## src/design/cqpr_ram.sv

```systemverilog
// ---------------------------------------------------------------------------
// cqpr_ram: generic single-write, single-read RAM
// One write port and one read port, read data registered and held while
// no read is issued.
// ---------------------------------------------------------------------------
`default_nettype none

module cqpr_ram #(
	parameter int WIDTH = 32,
	parameter int DEPTH = 128
) (
	input  wire                     clk,
	input  wire                     we,
	input  wire [$clog2(DEPTH)-1:0] waddr,
	input  wire [WIDTH-1:0]         wdata,
	input  wire                     re,
	input  wire [$clog2(DEPTH)-1:0] raddr,
	output logic [WIDTH-1:0]        rdata
);

	logic [WIDTH-1:0] mem_q [DEPTH];

	// Write port
	always_ff @(posedge clk) begin
		if (we) begin
			mem_q[waddr] <= wdata;
		end
	end

	// Registered read port
	always_ff @(posedge clk) begin
		if (re) begin
			rdata <= mem_q[raddr];
		end
	end

endmodule

`default_nettype wire

```

## config.mk

```make
export PLATFORM = sky130hd
export DESIGN_NAME = cqpr_ram
export DESIGN_NICKNAME = d
export VERILOG_FILES = /design/src/design/cqpr_ram.sv
export SDC_FILE = /design/constraint.sdc
export NUM_CORES = 2
export LEC_CHECK = 0
export BUFFER_PORTS_ARGS = -buffer_cell sky130_fd_sc_hd__clkbuf_2
export CORE_ASPECT_RATIO = 1.2
export CORE_UTILIZATION = 40
export DETAILED_ROUTE_END_ITERATION = 8
export PLACE_DENSITY_LB_ADDON = 0.08
export SLEW_MARGIN = 20
export SYNTH_ARGS = -nofsm -noshare
export SYNTH_HDL_FRONTEND = slang
export SYNTH_SLANG_ARGS = --single-unit
```

## constraint.sdc

```tcl
create_clock -name clk -period 3.25 [get_ports clk]
set_input_delay 0.325 -clock clk [delete_from_list [all_inputs] [get_ports clk]]
set_output_delay 0.325 -clock clk [all_outputs]
set_load 0.01 [all_outputs]
```

==> impl_metrics.toml <==
[run_status]
status = "finished with violations"
violations = "design-rule violations"

[min_path]
hold_path_depth = 1
hold_start = "wdata[25]"
hp-class = "input pin to flip-flop"
holdPathEnd = "mem_q[78][25]"

[final_layout]
synthToLayoutAreaGrowth_pct = 18.5
finalNetCount = 6861
final_layout_size_suffix_gt1_share_pct = 39.0
num-fill-cells = 31495
fin_cells = 12398

[job]
maxCapViolCount = 0

[worst_setup_path]
critPathKind = "flip-flop to flip-flop"
critPathMaxFanout = 5
regToRegSetupSlack_ps = 360
worstRegToRegCells = 5
worstPathRequired_ps = 3950
critPathCaptureType = "flip-flop"
timing.rr.start = "mem_q[85][17]"
r2r_end = "rdata[17]"
crit_arrival_ps = 3600
start_kind = "flip-flop"

[clock_network]
h-tree-depth = 5
postCtsSetupRepairBufs = 0
clk_latency_ps = 990
cts_sinks = 4128
root_buffer = "clkbuf_16"
cts_buffer_depth = 4
clkSlewWorstSetupHoldPaths_ps = 60
cts_tree = "built"
cts_made_buffers = 415

[place]
dp_hpwl_mm = 281
gp_congestion = 0.782
dp_cells = 11551
port_buffers = 80

[grt]
grt_max_degree = 129
grt_use_total_pct = 24.4
grt_pass1_wl_mm = 653
gr-total-overflow = 0
antenna_found_initial = 77
grt_pass1_vias = 75074

[timing]
finalCritPeriodShare_pct = 89.1
hold_viol = 0
drv_slew = 0
max_freq_mhz = 346
setup_viol_count_final = 0
final.setup_skew_ps = 43.8
worstMarginPinSlew_ps = 1190
rsz0062_at_grt = "no"
relSlewSlack_pct = 20.9
min_period_ps = 2890

[floorplanning]
start_util_pct = 40.2
ios = 81
fp.coreArea_um2 = 389000
num_rows = 251
fp.dieH_um = 687
die_w_um = 573
die_area_um2 = 394000

[power_and_ir_drop]
power.density_nw_per_um2 = 614
p_comb_share_pct = 5.9
p_switching_w = 0.0246
cell_internal_pwr_w = 0.0893
ir_drop_uv = 522
pwr-share-clk_pct = 42.3
power.total_w = 0.114
leakagePower_nw = 57.2
seqPwrFrac_pct = 51.8
switching_share_pct = 21.6

[routing]
topRoutingLayerUsed = "met5"
totalWireLength_mm = 479
wl_met2_mm = 247
dr.pass1.iters = 9
wl_per_cell_um = 38.7
via_per_inst = 5.85
final_antenna_net_count = 0
met1_length_mm = 191
via_count = 72545
first_iter_violations = 8754
route.met3.wl_mm = 28.8
drcViolationCount = 18

[logic_synthesis]
ys_seq_area_share_pct = 79.2
ys_seq_elements = 4128
synth_area_leaders = "edfxtp_1 (79%), mux4_2 (19%), clkbuf_1 (0.44%)"
yosys.cell_count.top_type = "edfxtp_1"
synth_xor_xnor_area_share_pct = 0
synth_edf_count = 4128
synth_largest_area_cell = "edfxtp_1"
syn_nets = 6039
synth_cell_types = 16
synth_common_cells = "edfxtp_1 (4,128), mux4_2 (1,344), clkbuf_1 (182)"
synth_top_family_by_area = "multiplexers"
synth_fa_ha_area_share_pct = 0
synth-simple-area-share_pct = 0.445
synth-warning-count = 0
syn_area_um2 = 157000
synthFlopType = "edfxtp_1"
syn_avg_cell_area_um2 = 26.1
synth.top_cell.area_share_pct = 79.2
syn_inst = 5990
async_flop_share_pct = 0
yosys-mux-area-fraction_pct = 19.6
synth_compound_gate_area_share_pct = 0
## placed cells by master, fill, tap and decap left out, drive strengths merged
master	instances
nor2	122
clkbuf	535
or3	1
nand3	12
nor2b	7
nand2	14
mux4	1344
inv	8
clkinvlp	13
nand4	3
mux2	32
dlygate4sd3	30
buf	650
edfxtp	4128
nor3	9
clkinv	187
bufinv	52
diode	63
nand2b	2
## flip-flops by register name, indices dropped and copies added (netlist names)
register  count
mem_q      4096
rdata        32
## kinds of logic (layout without fill, tap and decap cells)
kind of cell	count (synthesis)	in the layout
AND/OR/NAND/NOR	170	170
multiplexers	1376	1376
flip-flops	4128	4128
buffers and inverters	316	1475
other	0	63
## final cells by class
class / instances / area (µm²) / area share [%]
flip-flops and latches: 4128 / 124000 / 66.8
multi-input cells: 1546 / 32300 / 17.4
repair buffers: 721 / 9150 / 4.93
well taps: 5186 / 6490 / 3.50
diodes: 63 / 158 / 0.0849
clock buffers: 494 / 10800 / 5.81
clock inverters: 260 / 2720 / 1.46
## timing repair
| item | 4_1_cts | 5_1_grt |
|---|---|---|
| resized for setup | 0 | 0 |
| endpoints found under the hold margin | 1233 | 0 |
| setup endpoints to repair | 0 | 0 |
| hold buffers | 30 | 0 |
## worst max-delay path, stage by stage, from the launching register on
cell	delay (ps)
edfxtp_1	380
mux4_2	500
mux4_2	660
mux4_2	570
buf_12	160
mux2_2	360
## layer usage
layer  global-route usage (%)  up-vias
met5                        0        -
met4                     5.84       22
met3                     3.35      513
met2                     42.6     2510
met1                     32.6    41306
li1                         -    28194
## worst max-delay path by stage
stage | startpoint | end | cells past startpoint
floorplan | we | mem_q[98][0] | 3
global placement | raddr[0] | rdata[25] | 9
detailed placement | raddr[0] | rdata[25] | 9
CTS | mem_q[85][17] | rdata[17] | 5
global route | mem_q[85][17] | rdata[17] | 5
finish | mem_q[85][17] | rdata[17] | 5
## power groups by stage
| stage | Clock [W] | Combinational (W) | Sequential (W) |
|---|---|---|---|
| finish | 0.0482 | 0.00668 | 0.0590 |
| CTS | 0.0491 | 0.00685 | 0.0590 |
| detailed placement | 0 | 0.00681 | 0.0602 |
| global route | 0.0510 | 0.00696 | 0.0590 |
| floorplan | 0 | 0.00284 | 0.0601 |
| global placement | 0 | 0.00673 | 0.0601 |
## through the flow
step	hold slack, ps	instance area [µm²]	utilization, %	setup slack [ps]	setup TNS, ps
6_report	30.9	186000	47.7	356	0
5_1_grt	49.8	186000	47.6	343	0
4_1_cts	2.08	185000	47.6	329	0
3_5_place_dp	761	172000	44.1	-601	-13570
3_3_place_gp	758	172000	44.1	-603	-13260
2_1_floorplan	424	157000	-	-314	-28950
No activity file was read; power rests on OpenSTA's default activity.
