File: src/design/cqpr_pkg.sv
// ---------------------------------------------------------------------------
// cqpr_pkg: shared types and constants of the circular queue core
// Microcode control word, step addresses, select codes, field widths and
// the control program itself.
// ---------------------------------------------------------------------------
`default_nettype none

package cqpr_pkg;

	// Field widths
	localparam int WORD_W  = 32;
	localparam int KCNT_W  = 8;
	localparam int OPC_W   = 2;
	localparam int STAT_W  = 2;
	localparam int IN_W    = 40;
	localparam int OUT_W   = 48;

	// Operation codes
	localparam logic [OPC_W-1:0] OP_PUSH    = 2'd0;
	localparam logic [OPC_W-1:0] OP_POP     = 2'd1;
	localparam logic [OPC_W-1:0] OP_REVERSE = 2'd2;
	localparam logic [OPC_W-1:0] OP_STATUS  = 2'd3;

	// Status codes
	localparam logic [STAT_W-1:0] ST_OK       = 2'd0;
	localparam logic [STAT_W-1:0] ST_FULL     = 2'd1;
	localparam logic [STAT_W-1:0] ST_EMPTY    = 2'd2;
	localparam logic [STAT_W-1:0] ST_TOO_MANY = 2'd3;

	// Program step addresses
	typedef logic [2:0] step_t;
	localparam step_t S_IDLE = 3'd0;
	localparam step_t S_PUSH = 3'd1;
	localparam step_t S_HEAD = 3'd2;
	localparam step_t S_OUT  = 3'd3;
	localparam step_t S_RA   = 3'd4;
	localparam step_t S_RB   = 3'd5;
	localparam step_t S_WA   = 3'd6;
	localparam step_t S_WB   = 3'd7;

	// Sequencing conditions
	typedef enum logic [2:0] {
		CND_NEXT,
		CND_GOTO,
		CND_DISPATCH,
		CND_SWAP,
		CND_OUT
	} cond_t;

	// Read address, write address and write data selects
	typedef enum logic [1:0] {
		RS_HEAD,
		RS_A,
		RS_B
	} rsel_t;

	typedef enum logic [1:0] {
		WS_TAIL,
		WS_A,
		WS_B
	} wsel_t;

	typedef enum logic [1:0] {
		DS_VAL,
		DS_RD,
		DS_TMP
	} dsel_t;

	// Kind of work an accepted request starts
	typedef enum logic [1:0] {
		ENT_PUSH,
		ENT_SWAP,
		ENT_HEAD
	} entry_t;

	// One control word per program step
	typedef struct packed {
		logic  in_ready;
		logic  re;
		rsel_t rsel;
		logic  we;
		wsel_t wsel;
		dsel_t dsel;
		logic  cap_tmp;
		logic  inc_count;
		logic  step_swap;
		logic  load_out;
		cond_t cond;
		step_t target;
	} ctrl_t;

	// Datapath conditions seen by the sequencer
	typedef struct packed {
		logic   in_valid;
		entry_t kind;
		logic   swaps_more;
		logic   out_free;
	} flags_t;

	localparam ctrl_t CTRL_NOP = '{
		in_ready: 1'b0, re: 1'b0, rsel: RS_HEAD, we: 1'b0, wsel: WS_TAIL,
		dsel: DS_VAL, cap_tmp: 1'b0, inc_count: 1'b0, step_swap: 1'b0,
		load_out: 1'b0, cond: CND_NEXT, target: S_IDLE
	};

	// Control program
	function automatic ctrl_t ucode(input step_t step);
		ctrl_t c;
		c = CTRL_NOP;
		case (step)
			S_IDLE: begin
				c.in_ready = 1'b1;
				c.cond     = CND_DISPATCH;
			end
			S_PUSH: begin
				c.we        = 1'b1;
				c.wsel      = WS_TAIL;
				c.dsel      = DS_VAL;
				c.inc_count = 1'b1;
			end
			S_HEAD: begin
				c.re   = 1'b1;
				c.rsel = RS_HEAD;
			end
			S_OUT: begin
				c.load_out = 1'b1;
				c.cond     = CND_OUT;
				c.target   = S_IDLE;
			end
			S_RA: begin
				c.re   = 1'b1;
				c.rsel = RS_A;
			end
			S_RB: begin
				c.re      = 1'b1;
				c.rsel    = RS_B;
				c.cap_tmp = 1'b1;
			end
			S_WA: begin
				c.we   = 1'b1;
				c.wsel = WS_A;
				c.dsel = DS_RD;
			end
			S_WB: begin
				c.we        = 1'b1;
				c.wsel      = WS_B;
				c.dsel      = DS_TMP;
				c.step_swap = 1'b1;
				c.cond      = CND_SWAP;
				c.target    = S_RA;
			end
			default: c = CTRL_NOP;
		endcase
		return c;
	endfunction

	// Entry step of each kind of work
	function automatic step_t dispatch(input entry_t kind);
		step_t s;
		case (kind)
			ENT_PUSH: s = S_PUSH;
			ENT_SWAP: s = S_RA;
			ENT_HEAD: s = S_HEAD;
			default:  s = S_HEAD;
		endcase
		return s;
	endfunction

endpackage

`default_nettype wire

File: src/design/cqpr_sequencer.sv
// ---------------------------------------------------------------------------
// cqpr_sequencer: microcode step counter
// Holds the program step, reads its control word from the program table
// and picks the next step from the condition of that word.
// ---------------------------------------------------------------------------
`default_nettype none

module cqpr_sequencer import cqpr_pkg::*; (
	input  wire    clk,
	input  wire    arst_n,
	input  flags_t flags,
	output ctrl_t  ctrl
);

	step_t step_q;
	step_t step_next;

	assign ctrl = ucode(step_q);

	// Select the next step
	always_comb begin
		step_next = step_q;
		case (ctrl.cond)
			CND_NEXT:     step_next = step_q + 3'd1;
			CND_GOTO:     step_next = ctrl.target;
			CND_DISPATCH: step_next = flags.in_valid ? dispatch(flags.kind) : step_q;
			CND_SWAP:     step_next = flags.swaps_more ? ctrl.target : S_HEAD;
			CND_OUT:      step_next = flags.out_free ? ctrl.target : step_q;
			default:      step_next = S_IDLE;
		endcase
	end

	// Advance the step counter
	always_ff @(posedge clk or negedge arst_n) begin
		if (!arst_n) begin
			step_q <= S_IDLE;
		end else begin
			step_q <= step_next;
		end
	end

endmodule

`default_nettype wire
File: config.mk
export PLATFORM = sky130hd
export DESIGN_NAME = cqpr_sequencer
export DESIGN_NICKNAME = d
export VERILOG_FILES = /design/src/design/cqpr_pkg.sv /design/src/design/cqpr_sequencer.sv
export SDC_FILE = /design/constraint.sdc
export NUM_CORES = 1
export LEC_CHECK = 0
export BUFFER_PORTS_ARGS = -buffer_cell sky130_fd_sc_hd__buf_2
export CAP_MARGIN = 10
export CORE_AREA = 2 2 39 41
export DETAILED_ROUTE_END_ITERATION = 10
export DIE_AREA = 0 0 41 43
export GPL_TIMING_DRIVEN = 0
export PLACE_DENSITY = 0.75
export SYNTH_ARGS = -nofsm -noshare
export SYNTH_HDL_FRONTEND = slang
export SYNTH_SLANG_ARGS = --single-unit
File: constraint.sdc
create_clock -name clk -period 1.7 [get_ports clk]
set_input_delay 0.085 -clock clk [delete_from_list [all_inputs] [get_ports clk]]
set_output_delay 0.085 -clock clk [all_outputs]
set_load 0.02 [all_outputs]
==> results.ini <==
[global_routing]
grt_max_degree=11
first_global_vias=401
antenna_found_initial=0
gr-total-overflow=0
grt.total_usage=0.1216
grt_pass1_wl_um=1518

[detailed_routing]
ant_nets=0
wire_per_inst_um=9.577
wl_um=996
drt_iter0_markers=5
drcViolationCount=0
firstDrtPassIters=5
via_per_inst=4.596
num_vias=478

[yosys]
synth_cells=58
ys_ff_latch=3
synth_compound_area_frac=0.1577
ys.flop_type=dfrtp_1
async_reset_ff_frac=1.000
synth.top_cell.area_share=0.1690
ys.warnings.count=0
synth_edf_count=0
synth_top_family_by_area=simple AND/OR/NAND/NOR gates
syn_avg_cell_area_um2=7.658
synth_xor_area_frac=0
yosys.cell_count.top_type=buf_4
synth.area.mux_share=0.02254
synthTopCellsByCount=buf_4, ha_1
synthAdderAreaFrac=0.1408
synth-simple-area-share=0.2873
yosysTopAreaCell=buf_4
yosysSeqAreaShare=0.1690
synthTopCellsByArea=buf_4, dfrtp_1, ha_1, and2_1, nor2b_1
synthesis.area_um2=444.2
synth_cell_type_count=22

[floorplan]
core-area_um2=1384
fp.dieArea_um2=1763
initial_core_util=0.3210
fp.dieH_um=43
io-pin-count=26
fp.dieW_um=41
rows=14

[flow_run]
cap_violations=0

[timing]
setup_viol=0
period_minus_slack_ns=1.687
fin_tns_setup_ns=0
period_share=0.9925
fmax_mhz=592.7
rsz0062_at_grt=true
final_max_slew_viol_count=0
skew_ns=0.001175
finalHoldViolCount=0

[power]
peakVddDrop_mv=0.6294
p_per_area_nw_per_um2=1808
p_leak_nw=0.3741

[cells_and_area]
syn_to_final_growth_pct=51.55
n_fill_cell=148
area.sequential_um2=75.07
multi_input_area_um2=310.3
largest_register=step_q
final_nets=101
largest_reg_flops=3
n_antenna_cell=0
drive_gt1_frac=0.5341
largest_registers=step_q (3)
design_area_um2=673.1

[status]
outcome=completed

[setup_path]
cp.required_ns=1.62
cpMostUsedCell=buf_6
crit_slowest_cell=dfrtp_1
r2r_slack_ns=0.11
startpoint_type=flop
path_cells=buf_6 -> ha_2 -> and2_4 -> or3_4 -> buf_6
worst-setup-path-type=flop to output port
end_kind=output port
cp.arrival_ns=1.60
cp_slowest_stage_delay_ns=0.40
r2r_start=step_q[0]
path_max_fanout=3
crit_start=step_q[1]

[clock_network]
cts_made_buffers=3
cts_tree=done
clkLatencyLatePin_ns=0.23
clk_path_buf_depth=2
path_clk_slew_ns=0.04
htreeDepth=1
cts_root_buffer=clkbuf_4
cts_num_sinks=3

[placement]
place_congestion=0.8931
placed_area_um2=583.1
hpwl_um=758.5
numPortBuffers=23

[min_path]
hold_path.class=primary input to async pin

[critical path, delay by kind of cell, from the launching register on]
kind	cells	cell delay (ns)
DFF	1	0.40
buffers and inverters	2	0.27
adders and majority gates	1	0.17
and+or+nand+nor	2	0.54
[cell usage in the layout (no fill, tap or decap)]
master / n
ha_2: 4
o31ai_1: 2
or4b_1: 1
conb_1: 2
a222oi_1: 1
mux2i_4: 1
nand3_1: 1
a22oi_1: 2
and2_4: 2
dlygate4sd3_1: 1
and2_1: 2
or3_4: 1
buf_6: 3
dfrtp_1: 3
and2b_1: 1
inv_1: 4
clkbuf_4: 3
o21ai_1: 1
nor3_2: 1
o21ai_0: 3
nor2_1: 4
ha_1: 1
nand2_1: 3
clkbuf_1: 1
a21oi_1: 2
nor2b_1: 4
buf_2: 23
nand2b_1: 2
buf_4: 9
[cell families (layout without fill, tap and decap cells)]
logic type | count (synthesis) | count (layout)
AOI/OAI and AO/OA | 11 | 11
adders and majority gates | 5 | 5
buffers and inverters | 15 | 44
DFF | 3 | 3
muxes | 1 | 1
other | 1 | 2
and+or+nand+nor | 22 | 22
[report_power, final]
group	total, W	leakage [nW]	switching (W)	internal (W)
clock network	0.000122	0.0150	0.0000344	0.0000878
logic	0.000942	0.321	0.000511	0.000431
registers	0.000153	0.0379	0.0000464	0.000106
total	0.00122	0.374	0.000592	0.000625
[final timing paths]
check / to / cells past startpoint
min in group clk: step_q[1] / 3
worst min register to register: step_q[0] / 3
worst max register to register: step_q[0] / 6
worst min-delay path: step_q[2] / 2
worst max-delay path: ctrl[14] / 5
max in group asynchronous: step_q[0] / 2
[through the flow]
step / total power, W / hold slack, ns / std cells / worst slack (ns) / utilization
floorplan: 0.0007369 / -0.2106 / 59 / 0.1293 / -
global route: 0.001347 / 0.1780 / 104 / -0.05332 / 0.4864
CTS: 0.001157 / 0.1746 / 105 / 0.0008609 / 0.4738
detailed placement: 0.0009509 / -0.1172 / 98 / -0.02380 / 0.4213
finish: 0.001217 / 0.1768 / 104 / 0.01277 / 0.4864
global placement: 0.0009288 / -0.1204 / 98 / 0.02456 / 0.4213
[final cells by class]
cell class,count,area share
sequential,3,0.1115
multi-input combinational,41,0.4610
buffer,10,0.1078
tap,16,0.02974
timing repair buffer,26,0.2286
inverter,4,0.02230
clock buffer,4,0.03903
[routing by layer]
| metal | part of all wire | track usage |
|---|---|---|
| met5 | 0 | 0 |
| met3 | 0.081 | 0.03141 |
| met2 | 0.54 | 0.2094 |
| met4 | 0 | 0.04000 |
| met1 | 0.38 | 0.1355 |
[timing repair]
item,in CTS,in global routing
endpoints found under the setup margin,5,5
endpoints found under the hold margin,3,0
hold buffers,1,0
buffers inserted,2,0
gates resized for setup,7,8
pin swaps,1,2
Note: power is estimated with default switching activity, not from simulation.
